[config.mk]
export PLATFORM = sky130hd
export DESIGN_NAME = nls_cell
export DESIGN_NICKNAME = d
export VERILOG_FILES = /design/src/sv/nls_pkg.sv /design/src/sv/nls_cell.sv
export SDC_FILE = /design/constraint.sdc
export NUM_CORES = 1
export LEC_CHECK = 0
export CORE_AREA = 8 8 192 194
export DETAILED_ROUTE_END_ITERATION = 8
export DIE_AREA = 0 0 200 202
export DONT_BUFFER_PORTS = 1
export PLACE_DENSITY = 0.45
export SLEW_MARGIN = 40
export SYNTH_ARGS = -nofsm -noshare
export SYNTH_HDL_FRONTEND = slang
export SYNTH_SLANG_ARGS = --single-unit
[constraint.sdc]
create_clock -name clk_i -period 6.8 [get_ports clk_i]
set_input_delay 0.68 -clock clk_i [delete_from_list [all_inputs] [get_ports clk_i]]
set_output_delay 0.68 -clock clk_i [all_outputs]
set_load 0.01 [all_outputs]
[src/sv/nls_pkg.sv]
// ---------------------------------------------------------------------------
// nls_pkg: shared types and constants for the nearest line segment search
// Segment record, register codes, commands, status codes and FSM states.
// ---------------------------------------------------------------------------
package nls_pkg;

  localparam int COORD_W    = 24;
  localparam int DIR_W      = 16;
  localparam int ANG_W      = 16;
  localparam int LEN_W      = 25;
  localparam int AGATE_W    = 14;
  localparam int OGATE_W    = 23;
  localparam int FRAC_W     = 16;
  localparam int WGT_W      = 16;
  localparam int SCORE_W    = 41;
  localparam int MIDX_W     = 6;
  localparam int CFG_IDX_W  = 3;
  localparam int CFG_DATA_W = 23;

  localparam int HALF_TURN    = 25736;
  localparam int QUARTER_TURN = 12868;

  typedef enum logic [1:0] {
    CMD_LOAD  = 2'd0,
    CMD_CLEAR = 2'd1,
    CMD_QUERY = 2'd2,
    CMD_NONE  = 2'd3
  } cmd_e;

  typedef enum logic [1:0] {
    STAT_OK      = 2'd0,
    STAT_FULL    = 2'd1,
    STAT_MATCH   = 2'd2,
    STAT_NOMATCH = 2'd3
  } status_e;

  typedef enum logic [2:0] {
    REG_ANGLE_GATE  = 3'd0,
    REG_OFFSET_GATE = 3'd1,
    REG_OVERLAP     = 3'd2,
    REG_ANGLE_WGT   = 3'd3,
    REG_OFFSET_WGT  = 3'd4
  } reg_e;

  typedef enum logic [1:0] {
    S_IDLE,
    S_SCAN,
    S_DRAIN,
    S_DONE
  } state_e;

  typedef struct packed {
    logic signed [COORD_W-1:0] p1x;
    logic signed [COORD_W-1:0] p1y;
    logic signed [COORD_W-1:0] p2x;
    logic signed [COORD_W-1:0] p2y;
    logic signed [DIR_W-1:0]   dx;
    logic signed [DIR_W-1:0]   dy;
    logic signed [ANG_W-1:0]   ang;
    logic [LEN_W-1:0]          len;
  } seg_t;

  typedef struct packed {
    logic [AGATE_W-1:0] angle_gate;
    logic [OGATE_W-1:0] offset_gate;
    logic [FRAC_W-1:0]  overlap_frac;
    logic [WGT_W-1:0]   angle_wgt;
    logic [WGT_W-1:0]   offset_wgt;
  } cfg_t;

endpackage

[src/sv/nls_cell.sv]
// ---------------------------------------------------------------------------
// nls_cell: one table entry of the segment ring
// Holds a segment; loads it from the input or takes the neighbor's entry.
// ---------------------------------------------------------------------------
module nls_cell (
  input  logic          clk_i,
  input  logic          load_i,
  input  nls_pkg::seg_t load_seg_i,
  input  logic          shift_i,
  input  nls_pkg::seg_t nbr_seg_i,
  output nls_pkg::seg_t seg_o
);

  nls_pkg::seg_t seg_q, seg_d;

  always_comb begin
    seg_d = seg_q;
    if (load_i) begin
      seg_d = load_seg_i;
    end else if (shift_i) begin
      seg_d = nbr_seg_i;
    end
  end

  always_ff @(posedge clk_i) begin
    seg_q <= seg_d;
  end

  assign seg_o = seg_q;

endmodule

==> summary.txt, run 1 <==
Hold Path End: seg_o[87]
final worst slack: 4.94 ns
max reg flops: 169
vias in the first global route: 3932
crit-path cells: or2_4 > buf_6
Core Rows: 68
Yosys warnings: 0
Final GP Congestion: 0.793
distinct cell type count after synthesis: 6
clock period minus worst slack: 1.86 ns
DR iter-0 viols: 134
Post-CTS Hold Buffers: 0
RSZ-0062 raised after global routing: no
Hold Vio Cnt, Final: 0
Worst-path clk slew: 0.07 ns
Routed Antenna Nets: 0
largest net degree at the start of global routing: 171
status: completed
Worst Path Required: 6.85 ns
delay of the slowest critical-path stage: 0.56 ns
CTS resizes: 0
H-tree depth: 4
Final Max Slew Viols: 0
post-synthesis register bit count: 169
core area: 0.0339 mm^2
DR vias/cell: 3.90
antenna violations before repair: 2
Starting Density: 22.2%
Bufs and invs on worst path: 1
Fmax: 0.537 GHz
Total GRT Usage: 10.0%
final period utilization: 27.4%
max_cap viols: 0
fillers: 3384
crit-path max FO: 170
total gr overflow: 0
Final nets: 701
Mapped Area: 0.00753 mm^2
CP Capture Type: register
Post-CTS Setup Bufs: 0
register area share after synthesis: 67.4%
final setup vio count: 0
CP Launch Type: input pin
die height: 202 um
Post-Synthesis Cells: 358
CP arrival: 1.91 ns
most frequent cells in the layout: edfxtp_1, mux2_4, mux2_2
slowest stage cell, crit path: buf_6
Leak: 0.00312 uW
Die Wd: 200 um
pwr dens: 300 mW/mm^2
DR DRC count: 0
Least-Margin Pin Slew: 0.756 ns
die footprint: 0.0404 mm^2
routed wire length: 21900 um
CP delay by family, top: buffers and inverters
Worst Hold Launch: load_seg_i[87]
register area: 0.00507 mm^2
Rel. slew slack: 49.6%
Root Driver: clkbuf_16
CTS Buffer Depth: 2
TritonCTS clock tree: built
Hold Crit Depth: 1
total CTS buffers: 17
HPWL after detailed placement: 17600 um
commonest non-fill, non-tap cell in the layout: edfxtp_1
drt first pass iters: 4
number of I/O port buffers: 0
Mean Syn Cell Area: 21.0 um^2
I/O Pins: 510
layout cells sized above 1: 54.7%
syn_nets: 699
Vias: 3232
VDD IR max: 0.154 mV
drt wl/cell: 26.4 um
Crit Path Class: in -> reg
worst min-delay path class: in -> reg
Area growth syn-to-layout: 13.7%
setup TNS: 0 ns
Clock Sinks: 169
area of the multi-input gates: 0.00228 mm^2
first-pass GRT wire length: 28800 um
DP Worst Slack: 4.46 ns
-- routing by layer --
metal  track usage (%)  wire length (um)  vias to the layer above
met5                 0                 0                        -
li1                  -                 -                     1416
met2              17.9             11500                      278
met3              5.82              2880                        7
met4              3.10               199                        0
met1              9.36              7300                     1531
-- Yosys cell counts (all sizes together) --
| cell type | number | area [um^2] |
|---|---|---|
| buf | 19 | 170 |
| edfxtp | 169 | 5070 |
| mux2 | 169 | 2270 |
| or2 | 1 | 6.26 |
-- final cells by class --
type / count / share of cell area (%)
multi-input combinational: 170 / 26.7
clock inverter: 15 / 2.11
tap: 455 / 6.65
antenna: 1 / 0.0292
timing repair buffer: 2 / 0.263
sequential: 169 / 59.3
clock buffer: 17 / 4.97
-- how the worst max path moves through the flow --
stage | from | to | cells after the start
detailed placement | load_i | seg_o[42] | 2
finish | load_i | seg_o[33] | 2
CTS | load_i | seg_o[29] | 2
global route | load_i | seg_o[130] | 2
global placement | load_i | seg_o[28] | 2
floorplan | load_i | seg_o[0] | 4
-- where the power goes --
group	switching (uW)	leakage [uW]	total (uW)	internal, uW
clock	447	0.000298	1010	558
combinational	47.6	0.00110	148	100
sequential	127	0.00172	1410	1290
-- kinds of logic after synthesis --
kind of cell           synth area share [%]
and+or+nand+nor                      0.0832
muxes                                  30.2
buffers and inverters                  2.26
DFF                                    67.4
-- stage by stage --
step           instance area [um^2]  power [uW]  hold WS [ns]  util (%)  cells
6_report                       8560        2570         0.468      25.2    829
5_1_grt                        8560        2680         0.435      25.2    829
4_1_cts                        8550        2630         0.434      25.2    828
3_5_place_dp                   7950        1600         0.900      23.4    796
3_3_place_gp                   7940        1600         0.899      23.4    796
2_1_floorplan                  7530        1550         0.897         -    358
(Power assumes the default switching activity.)
==> inputs of run 2 (changes only) <==
--- a/config.mk
+++ b/config.mk
@@ -9,7 +9,7 @@
 export DETAILED_ROUTE_END_ITERATION = 8
 export DIE_AREA = 0 0 200 202
 export DONT_BUFFER_PORTS = 1
-export PLACE_DENSITY = 0.45
+export PLACE_DENSITY = 0.47
 export SLEW_MARGIN = 40
 export SYNTH_ARGS = -nofsm -noshare
 export SYNTH_HDL_FRONTEND = slang
==> constraint.sdc (replaced) <==
create_clock -name clk_i -period 1.6 [get_ports clk_i]
set_input_delay 0.16 -clock clk_i [delete_from_list [all_inputs] [get_ports clk_i]]
set_output_delay 0.16 -clock clk_i [all_outputs]
set_load 0.01 [all_outputs]
==> run 2 against run 1 <==
Net effect: the run now fails in clock tree synthesis (4_1_cts); area after synthesis is the same; synthesized cell count did not move.
==> summary.txt, run 2 <==
CTS Buffer Depth: 2
HPWL after detailed placement: 16700 um
top cells by count, synth: edfxtp_1, mux2_4, mux2_2
Mean Syn Cell Area: 21.0 um^2
top cell type's share of synthesized area: 67.4%
distinct cell type count after synthesis: 6
Final GP Congestion: 0.725
Core Rows: 68
count leader, synth: edfxtp_1
Die Wd: 200 um
Yosys warnings: 0
asr flop ratio synth: 0%
area share of fa/ha/maj cells after synthesis: 0%
Mapped Area: 0.00753 mm^2
number of I/O port buffers: 0
CTS resizes: 0
XOR/XNOR Fraction of Synth Area: 0%
Post-CTS Setup Bufs: 0
Starting Density: 22.2%
predominant post-synthesis flop cell: edfxtp_1
largest cells by area after synthesis: edfxtp_1, mux2_4, mux2_2
largest family of logic cells by synthesized area: multiplexers
status: did not finish
Tool Error: [ERROR RSZ-0060] Max buffer count reached.
Post-Synth Simple-Gate Area: 0.0831%
Root Driver: clkbuf_16
Post-CTS Hold Buffers: 168
dpl cells: 804
post-synthesis register bit count: 169
die height: 202 um
Post-Synthesis Cells: 358
syn_nets: 699
H-tree depth: 4
Clock Sinks: 169
register area share after synthesis: 67.4%
EDFF count, synth: 169
mux contribution to synthesized area: 30.2%
I/O Pins: 510
post-synth top area cell: edfxtp_1
Synth Area in Compound Gates: 0%
total CTS buffers: 17
Failed at: clock tree synthesis (4_1_cts)
[run 2: cell counts after synthesis]
Identical to the previous run, type by type.
[run 2: logic make-up after synthesis]
logic type             count (synthesis)
buffers and inverters                 19
flip-flops                           169
multiplexers                         169
AND/OR/NAND/NOR                        1
[run 2: stage by stage]
stage                     setup slack (ns)  area, um^2
after detailed placement             0.393        8070
after global placement               0.419        8070
after floorplan                     -0.636        7540
==> inputs of run 3 (changes only) <==
--- a/config.mk
+++ b/config.mk
@@ -5,11 +5,11 @@
 export SDC_FILE = /design/constraint.sdc
 export NUM_CORES = 1
 export LEC_CHECK = 0
-export CORE_AREA = 8 8 192 194
+export CORE_AREA = 8 8 194 196
 export DETAILED_ROUTE_END_ITERATION = 8
-export DIE_AREA = 0 0 200 202
+export DIE_AREA = 0 0 202 204
 export DONT_BUFFER_PORTS = 1
-export PLACE_DENSITY = 0.47
+export PLACE_DENSITY_LB_ADDON = 0.15
 export SLEW_MARGIN = 40
 export SYNTH_ARGS = -nofsm -noshare
 export SYNTH_HDL_FRONTEND = slang
==> constraint.sdc (replaced) <==
create_clock -name clk_i -period 2.08 [get_ports clk_i]
set_input_delay 0.208 -clock clk_i [delete_from_list [all_inputs] [get_ports clk_i]]
set_output_delay 0.208 -clock clk_i [all_outputs]
set_load 0.01 [all_outputs]
==> run 3 against run 2 <==
Net effect: the flow again stops in clock tree synthesis (4_1_cts); synthesized cell count stayed put; area after synthesis stayed put.
==> summary.txt, run 3 <==
HPWL after detailed placement: 17600 um
Clock Sinks: 169
Starting Density: 21.6%
Yosys warnings: 0
DP Worst Slack: 0.782 ns
largest family of logic cells by synthesized area: multiplexers
status: did not finish
Failed at: clock tree synthesis (4_1_cts)
post-synth top area cell: edfxtp_1
I/O Pins: 510
Root Driver: clkbuf_16
syn_nets: 699
total CTS buffers: 17
Synth Area in Compound Gates: 0%
top cells by count, synth: edfxtp_1, mux2_4, mux2_2
largest cells by area after synthesis: edfxtp_1, mux2_4, mux2_2
distinct cell type count after synthesis: 6
predominant post-synthesis flop cell: edfxtp_1
Final GP Congestion: 0.722
Mapped Area: 0.00753 mm^2
H-tree depth: 4
Post-Synth Simple-Gate Area: 0.0831%
post-synthesis register bit count: 169
top cell type's share of synthesized area: 67.4%
EDFF count, synth: 169
Core Rows: 69
register area share after synthesis: 67.4%
Mean Syn Cell Area: 21.0 um^2
CTS resizes: 0
Die Wd: 202 um
XOR/XNOR Fraction of Synth Area: 0%
count leader, synth: edfxtp_1
die height: 204 um
Tool Error: [ERROR RSZ-0060] Max buffer count reached.
Post-Synthesis Cells: 358
Post-CTS Hold Buffers: 170
number of I/O port buffers: 0
CTS Buffer Depth: 2
Post-CTS Setup Bufs: 0
area share of fa/ha/maj cells after synthesis: 0%
asr flop ratio synth: 0%
mux contribution to synthesized area: 30.2%
[run 3: cell families after synthesis]
group                  Yosys count
multiplexers                   169
flip-flops                     169
buffers and inverters           19
AND/OR/NAND/NOR                  1
[run 3: metrics by stage]
step                      hold slack (ns)  cell area, um^2  instances  util, %
after global placement              0.428             8030        808     23.1
after floorplan                     0.425             7540        358        -
after detailed placement            0.428             8030        808     23.1
